==> src/sv/assert_macros.svh <==
// Assertion macros used by the top-level RTL file of the ranger unit.
`ifndef ASSERT_MACROS_SVH
`define ASSERT_MACROS_SVH

// Expression must hold at every clock edge outside reset.
`define ASSERT_ALWAYS(lbl, expr, msg) \
	lbl: assert property (@(posedge clk) disable iff (!arst_n) (expr)) else $error(msg);

// Consequent must hold at every clock edge at which the antecedent holds.
`define ASSERT_IMPLIES(lbl, ante, cons, msg) \
	lbl: assert property (@(posedge clk) disable iff (!arst_n) (ante) |-> (cons)) \
		else $error(msg);

`endif

==> src/sv/utr_pkg.sv <==
// Package of types and constants for the three-channel ultrasonic ranger unit.
`default_nettype none

package utr_pkg;

	localparam int unsigned TIMER_BITS_DEF = 16;

	localparam int unsigned CFG_W = 8;
	localparam int unsigned CFG_IDX_W = 1;

	typedef enum logic [CFG_IDX_W-1:0] {
		CFG_SCAN_PERIOD  = 1'b0,
		CFG_US_PER_COUNT = 1'b1
	} cfg_idx_t;

	typedef enum logic [1:0] {
		SENSOR_LEFT  = 2'd0,
		SENSOR_FRONT = 2'd1,
		SENSOR_RIGHT = 2'd2
	} sensor_t;

	localparam logic [CFG_W-1:0] SCAN_PERIOD_RST  = 8'd60;
	localparam logic [CFG_W-1:0] US_PER_COUNT_RST = 8'd64;
	localparam logic [7:0]       MS_COUNT_MAX     = 8'd255;

	localparam int unsigned DIST_W     = 16;
	localparam int unsigned CM_DIVISOR = 58;

	// Anything at or above this many microseconds saturates the distance.
	localparam logic [31:0] CM_SAT_LIMIT = 32'(CM_DIVISOR * (2 ** DIST_W));

	// Below the limit, us fits in 22 bits; divide us/2 by 29 with a reciprocal.
	localparam int unsigned CM_HALF_DIV = CM_DIVISOR / 2;
	localparam int unsigned CM_Y_W      = 21;
	localparam int unsigned RECIP_W     = 22;
	localparam int unsigned RECIP_SHIFT = 26;
	localparam logic [RECIP_W-1:0] CM_RECIP = RECIP_W'(
		((64'd1 << RECIP_SHIFT) + 64'(CM_HALF_DIV) - 64'd1) / 64'(CM_HALF_DIV));

endpackage

`default_nettype wire

==> src/sv/ultrasonic_three_channel_ranger_unit.sv <==
// Top level of the three-channel ultrasonic ranger: trigger sequencing and echo timing.
`default_nettype none

// Takes one sample beat per clock while the output is not stalled and returns
// one result beat per sample. A sample passes an input register, then one pass
// of logic updates the trigger sequencer, the echo timer and the distances and
// loads the result register. The echo timer is multiplied by us_per_count as
// it is written, so the pass itself only holds the reciprocal multiply that
// divides by 58; that multiply sets the clock. Configuration writes take effect
// on the next clock and belong to idle time. The distance outputs hold the
// stored distances of the beat on offer.
`include "assert_macros.svh"

module ultrasonic_three_channel_ranger_unit
	import utr_pkg::*;
#(
	parameter int unsigned TIMER_BITS = TIMER_BITS_DEF
) (
	input  wire logic                 clk,
	input  wire logic                 arst_n,

	input  wire logic                 cfg_wr_en,
	input  wire logic [CFG_IDX_W-1:0] cfg_index,
	input  wire logic [CFG_W-1:0]     cfg_data,

	input  wire logic                 in_valid,
	output logic                      in_stall,
	input  wire logic                 ms_tick,
	input  wire logic                 timer_tick,
	input  wire logic [2:0]           echo_levels,

	output logic                      out_valid,
	input  wire logic                 out_stall,
	output logic [2:0]                trigger_onehot,
	output logic [DIST_W-1:0]         dist_left_cm,
	output logic [DIST_W-1:0]         dist_front_cm,
	output logic [DIST_W-1:0]         dist_right_cm,
	output logic                      report
);

	localparam int unsigned PROD_W = TIMER_BITS + CFG_W;

	// configuration
	logic [CFG_W-1:0] scan_period_q, us_per_count_q, us_per_count_d;

	// input stage
	logic       valid_s1, ms_tick_s1, timer_tick_s1;
	logic [2:0] echo_s1;

	// result stage
	logic       valid_s2, report_s2;
	logic [2:0] trig_s2;

	// block state
	logic [2:0]            prev_echo_q;
	logic [TIMER_BITS-1:0] timer_q, timer_next, timer_d;
	logic [7:0]            ms_count_q, ms_inc, ms_next;
	sensor_t               sensor_q, sensor_next;
	logic [DIST_W-1:0]     dist_q [3];
	logic [PROD_W-1:0]     prod_q, prod_d;

	logic                          advance, load, fire, rpt;
	logic [2:0]                    trig, rise, fall;
	logic [31:0]                   us_val;
	logic [CM_Y_W+RECIP_W-1:0]     quo_prod;
	logic [DIST_W-1:0]             cm;

	assign advance  = valid_s1 && (!valid_s2 || !out_stall);
	assign in_stall = valid_s1 && !advance;
	assign load     = in_valid && !in_stall;

	always_comb begin
		ms_inc = ms_count_q;
		if (ms_tick_s1 && ms_count_q != MS_COUNT_MAX) begin
			ms_inc = ms_count_q + 8'd1;
		end
		fire        = ms_inc >= scan_period_q;
		ms_next     = fire ? 8'd0 : ms_inc;
		trig        = 3'b000;
		rpt         = 1'b0;
		sensor_next = sensor_q;
		if (fire) begin
			case (sensor_q)
				SENSOR_FRONT: begin
					trig        = 3'b010;
					sensor_next = SENSOR_RIGHT;
				end
				SENSOR_RIGHT: begin
					trig        = 3'b100;
					rpt         = 1'b1;
					sensor_next = SENSOR_LEFT;
				end
				default: begin
					trig        = 3'b001;
					sensor_next = SENSOR_FRONT;
				end
			endcase
		end

		rise = echo_s1 & ~prev_echo_q;
		fall = ~echo_s1 & prev_echo_q;
		if (|rise) begin
			timer_next = '0;
		end else if (timer_tick_s1) begin
			timer_next = timer_q + TIMER_BITS'(1);
		end else begin
			timer_next = timer_q;
		end
		timer_d = advance ? timer_next : timer_q;

		us_per_count_d = us_per_count_q;
		if (cfg_wr_en && cfg_index == CFG_US_PER_COUNT) begin
			us_per_count_d = cfg_data;
		end
		prod_d = PROD_W'(timer_d) * PROD_W'(us_per_count_d);

		// prod_q holds timer_q * us_per_count_q: microseconds of the current count
		us_val   = 32'(prod_q);
		quo_prod = (CM_Y_W+RECIP_W)'(us_val[CM_Y_W:1]) * (CM_Y_W+RECIP_W)'(CM_RECIP);
		if (us_val >= CM_SAT_LIMIT) begin
			cm = '1;
		end else begin
			cm = quo_prod[RECIP_SHIFT+DIST_W-1:RECIP_SHIFT];
		end
	end

	always_ff @(posedge clk or negedge arst_n) begin
		if (!arst_n) begin
			scan_period_q  <= SCAN_PERIOD_RST;
			us_per_count_q <= US_PER_COUNT_RST;
			valid_s1       <= 1'b0;
			valid_s2       <= 1'b0;
			trig_s2        <= 3'b000;
			report_s2      <= 1'b0;
			prev_echo_q    <= 3'b000;
			timer_q        <= '0;
			ms_count_q     <= 8'd0;
			sensor_q       <= SENSOR_LEFT;
			prod_q         <= '0;
			for (int i = 0; i < 3; i++) begin
				dist_q[i] <= '0;
			end
		end else begin
			if (cfg_wr_en && cfg_index == CFG_SCAN_PERIOD) begin
				scan_period_q <= cfg_data;
			end
			us_per_count_q <= us_per_count_d;
			timer_q        <= timer_d;
			prod_q         <= prod_d;

			if (load) begin
				valid_s1 <= 1'b1;
			end else if (advance) begin
				valid_s1 <= 1'b0;
			end

			if (advance) begin
				valid_s2    <= 1'b1;
				trig_s2     <= trig;
				report_s2   <= rpt;
				prev_echo_q <= echo_s1;
				ms_count_q  <= ms_next;
				sensor_q    <= sensor_next;
				for (int i = 0; i < 3; i++) begin
					if (fall[i]) begin
						dist_q[i] <= cm;
					end
				end
			end else if (!out_stall) begin
				valid_s2 <= 1'b0;
			end
		end
	end

	always_ff @(posedge clk) begin
		if (load) begin
			ms_tick_s1    <= ms_tick;
			timer_tick_s1 <= timer_tick;
			echo_s1       <= echo_levels;
		end
	end

	assign out_valid      = valid_s2;
	assign trigger_onehot = trig_s2;
	assign report         = report_s2;
	assign dist_left_cm   = dist_q[0];
	assign dist_front_cm  = dist_q[1];
	assign dist_right_cm  = dist_q[2];

	`ASSERT_ALWAYS(a_prod_tracks_timer, prod_q == PROD_W'(timer_q) * PROD_W'(us_per_count_q), "product register out of step with echo timer")
	`ASSERT_IMPLIES(a_report_on_right, out_valid && report, trigger_onehot == 3'b100, "report without right trigger")
	`ASSERT_IMPLIES(a_stall_holds_stage, in_stall, valid_s1 && valid_s2 && out_stall, "input stalled with room downstream")

endmodule

`default_nettype wire
==> config.mk <==
export PLATFORM = sky130hd
export DESIGN_NAME = ultrasonic_three_channel_ranger_unit
export DESIGN_NICKNAME = d
export VERILOG_FILES = /design/src/sv/utr_pkg.sv /design/src/sv/ultrasonic_three_channel_ranger_unit.sv
export VERILOG_INCLUDE_DIRS = /design/src /design/src/sv
export SDC_FILE = /design/constraint.sdc
export NUM_CORES = 1
export LEC_CHECK = 0
export BUFFER_PORTS_ARGS = -buffer_cell sky130_fd_sc_hd__buf_2
export CAP_MARGIN = 20
export CORE_UTILIZATION = 35
export CTS_CLUSTER_SIZE = 30
export DETAILED_ROUTE_END_ITERATION = 8
export PLACE_DENSITY_LB_ADDON = 0.2
export SYNTH_ARGS = -nofsm -noshare
export SYNTH_HDL_FRONTEND = slang
export SYNTH_SLANG_ARGS = --single-unit
==> constraint.sdc <==
create_clock -name clk -period 5.91 [get_ports clk]
set_input_delay 1.182 -clock clk [delete_from_list [all_inputs] [get_ports clk]]
set_output_delay 1.182 -clock clk [all_outputs]
set_load 0.02 [all_outputs]
==> results by group <==
Drt
  – Via count: 12300
  – Routed len/inst: approximately 16 um
  – WL met3: 933 um
  – Top Metal Used: met4
  – M1 WL: a little over 20000 um
  – DRT Pass-1 Iters: 5
  – Met2 wire len: around 20000 um
  – Post-route antenna net violation count: 0
  – Iter 0 DRT Violations: around 430
  – Drt total wl: 42100 um
  – Remaining DRCs: 0
  – Via density: around 4.7

Final layout
  – Non-filler instance count after layout: about 2600
  – Final nets: between 2000 and 3000
  – Register Area: approximately 3200 sq um
  – Share of layout cells above drive strength 1: a little over a quarter
  – Antenna Cells: 0
  – Fillers: approximately 4500
  – Util after Layout: between 40% and 50%
  – Multi-input combinational cell area: about 13000 sq um
  – Synth-to-Final Area Change: 27.6%
  – Final instance area: about 21000 sq um

Critical path
  – Critical-path maximum fanout: 4
  – WP data required: a little over 6 ns
  – Crit Reg-Reg Endpoint: dist_left_cm[15]$_DFFE_PN0P_
  – Most used cell, CP: fa_1
  – End point of the critical path: dist_left_cm[15]$_DFFE_PN0P_
  – FF-to-FF path depth: 20
  – Slowest-stage cell, CP: fa_2
  – Worst r2r src: prod_q[13]$_DFF_PN0_
  – Worst setup EP type: flop
  – Data arrival time of the worst path: roughly 6.7 ns
  – Critical path class: flop to flop
  – Max incr delay on CP: ~0.59 ns
  – Crit-path cells: fa_1, inv_1, fa_1, inv_1, fa_1, fa_2, fa_1, fa_1, ha_1, ha_1, nand3_1, or4_4, a311oi_4, o21ai_4, o211ai_4, a41o_4, a211o_4, a21oi_4, xnor2_4, a31oi_1
  – R2R Setup Slk: -0.52 ns
  – Crit path from: prod_q[13]$_DFF_PN0_
  – CP startpoint kind: flop

GRT
  – First-pass GRT wire length: ~68000 um
  – Maximum number of pins on one net before global-route repair: 70
  – Vias in the first global route: between 10000 and 15000
  – Total GRT Usage: a little under a fifth
  – Grt ovf: 0
  – Initial antenna violation count: 0

Logic synthesis
  – Distinct cell type count of the synthesized netlist: 59
  – Cell count after synthesis: 1689
  – Post-Syn Area per Cell: slightly below 10 sq um
  – Post-synthesis sequential area ratio: ~19%
  – Async SR Flop Fraction: between 90 and 100%
  – Synth warn: 0
  – Post-synth EDFFs: 5
  – Primary FF master, synth: dfrtp_1
  – Syn_nets: about 2200
  – Synth Register Bits: 128
  – Mapped cell area: 16700 sq um

Floorplanning
  – Boundary Pins: 73
  – Die area: 48500 sq um
  – Die height: around 220 um
  – Core area: 46800 sq um
  – Row cnt: between 70 and 80
  – Chip width: about 220 um
  – Initial Utilization: about 36%

Clock network
  – Root Driver: clkbuf_16
  – Clk buf depth: 2
  – CTS tree: yes
  – Clock sinks: around 130
  – CTS buffer count: 17
  – Cts hold-fix bufs: 0
  – CTS H-Tree Depth: 4
  – Clk slew on worst S/H paths: around 0.07 ns
  – Worst skew pair latency: 0.44 ns

Pwr
  – VDD IR-drop max: 0.000165 V
  – PwrDens: roughly 210 nW/um^2
  – P_leak: between 10 and 15 nW

Min path
  – Hold Crit Depth: 2
  – Hold crit path type: flop to flop

Placement
  – DP Area: approximately 20000 sq um
  – Final HPWL DP: approximately 36000 um
  – Input/output buffers: 72
  – RD Place Congestion: 0.905
  – Post-placement cell count: 2592

Timing
  – Final Setup Violations: 48
  – Min Tclk post-route: between 6 and 7 ns
  – RSZ-0062 raised after global routing: yes
  – Relative slew slack: 41.4%
  – Layout Skew: approximately 0.018 ns
  – Tcrit/Tclk final: 109%
  – Fmax achieved: approximately 0.16 GHz
  – Measured slew at the worst slew-check pin: between 0.8 and 0.9 ns
  – Fin. Hold Viols: 0
  – Fin. max-slew vios: 0
  – Final WS setup: -0.523 ns

Outcome
  – Status: finished, violations left
  – Failing checks: setup timing

Run
  – Maxcap violations: 0
==> worst max-delay path: cells and delay by family (launching register included) <==
| family | cells | cell delay [ns] |
|---|---|---|
| fa+ha+maj | 8 | 3.73 |
| compound gates | 7 | 1.15 |
| simple gates | 2 | 0.66 |
| flops | 1 | 0.41 |
| xor+xnor | 1 | 0.18 |
| buf+inv | 2 | 0.15 |
==> worst min path at each step <==
| stage | startpoint | endpoint |
|---|---|---|
| floorplan | prev_echo_q[2]$_DFFE_PN0P_ | prev_echo_q[2]$_DFFE_PN0P_ |
| global placement | trigger_onehot[0]$_DFFE_PN0P_ | trigger_onehot[0]$_DFFE_PN0P_ |
| detailed placement | trigger_onehot[0]$_DFFE_PN0P_ | trigger_onehot[0]$_DFFE_PN0P_ |
| CTS | trigger_onehot[0]$_DFFE_PN0P_ | trigger_onehot[0]$_DFFE_PN0P_ |
| global route | dist_front_cm[5]$_DFFE_PN0P_ | dist_front_cm[5]$_DFFE_PN0P_ |
| finish | trigger_onehot[0]$_DFFE_PN0P_ | trigger_onehot[0]$_DFFE_PN0P_ |
==> routing by layer <==
metal / vias to the layer above / GRT usage, %
li1: 6000 / -
met1: 6144 / 25.2
met2: 124 / 30.0
met3: 44 / 2.17
met4: 0 / 4.64
met5: - / 0
==> report_power, final <==
part | internal, mW | leakage [nW] | switching [mW]
Combinational | 0.994 | 10.0 | 1.21
Sequential | 1.00 | 1.64 | 0.0811
Clock | 0.677 | 0.301 | 0.465
==> cell usage in the layout (no fill, tap or decap), types with 14 or more instances in the layout <==
cell type / Yosys / final
xor2_1: 16 / 14
or2_2: 18 / 15
a21oi_1: 37 / 22
a31oi_1: 23 / 21
o21ai_1: 24 / 24
fa_1: 257 / 249
inv_1: 369 / 361
buf_2: 0 / 70
o21ai_0: 36 / 22
nand2_1: 130 / 125
nor2_1: 148 / 132
a21o_1: 26 / 26
ha_1: 262 / 244
clkbuf_16: 0 / 17
xnor2_1: 33 / 29
dfrtp_1: 118 / 111
nand3_1: 22 / 19
buf_4: 0 / 267
ha_4: 0 / 18
==> synthesized netlist by cell type (9+ instances only) <==
cell      number  share of area, %
inv_1        369               8.3
ha_1         262                20
fa_1         257                31
nor2_1       148               3.3
nand2_1      130               2.9
dfrtp_1      118                18
a21oi_1       37               1.1
o21ai_0       36               1.1
xnor2_1       33               1.7
clkbuf_1      30              0.68
a21o_1        26               1.2
o21ai_1       24              0.72
a31oi_1       23              0.86
nand3_1       22              0.66
or2_2         18              0.68
xor2_1        16              0.84
nand4_1       13              0.49
mux2_2         9              0.61
mux2i_1        9              0.54
==> state kept, by name, summed over array words and instances, names as in the netlist <==
name,count
prod_q,24
dist_front_cm,16
dist_left_cm,16
dist_right_cm,16
timer_q,16
ms_count_q,8
scan_period_q,8
us_per_count_q,8
echo_s1,3
prev_echo_q,3
trigger_onehot,3
sensor_q,2
ms_tick_s1,1
out_valid,1
report,1
timer_tick_s1,1
valid_s1,1
==> kinds of logic after synthesis <==
family,synth area share [%]
multiplexers,1.15
buffers and inverters,9.07
AND/OR/NAND/NOR,9.88
adder cells (fa/ha/maj),50.5
XOR/XNOR,2.67
flip-flops,19.4
AO/OA/AOI/OAI,7.36
==> stage by stage <==
step / power (mW) / worst slack, ns / setup TNS (ns) / hold WS, ns
6_report: 4.43 / -0.523 / -15.66 / 0.470
5_1_grt: 4.82 / -0.769 / -28.63 / 0.484
4_1_cts: 4.42 / -0.567 / -19.59 / 0.475
3_5_place_dp: 3.15 / -0.707 / -26.57 / 0.459
3_3_place_gp: 3.13 / -0.619 / -24.55 / 0.449
2_1_floorplan: 2.44 / -0.154 / -1.57 / 0.473
==> cell type report <==
type	instances	area share, %
multi-input combinational	1158	59.9
timing repair buffer	350	11.8
sequential	128	15.2
clock inverter	15	0.911
inverter	371	6.54
tap	607	3.57
clock buffer	17	2.00
==> repair_timing <==
item | CTS | global route
endpoints found under the setup margin | 53 | 57
pin swaps | 50 | 78
resized for setup | 48 | 83
buffers inserted | 11 | 15
Power figures use the tool's default switching activity.
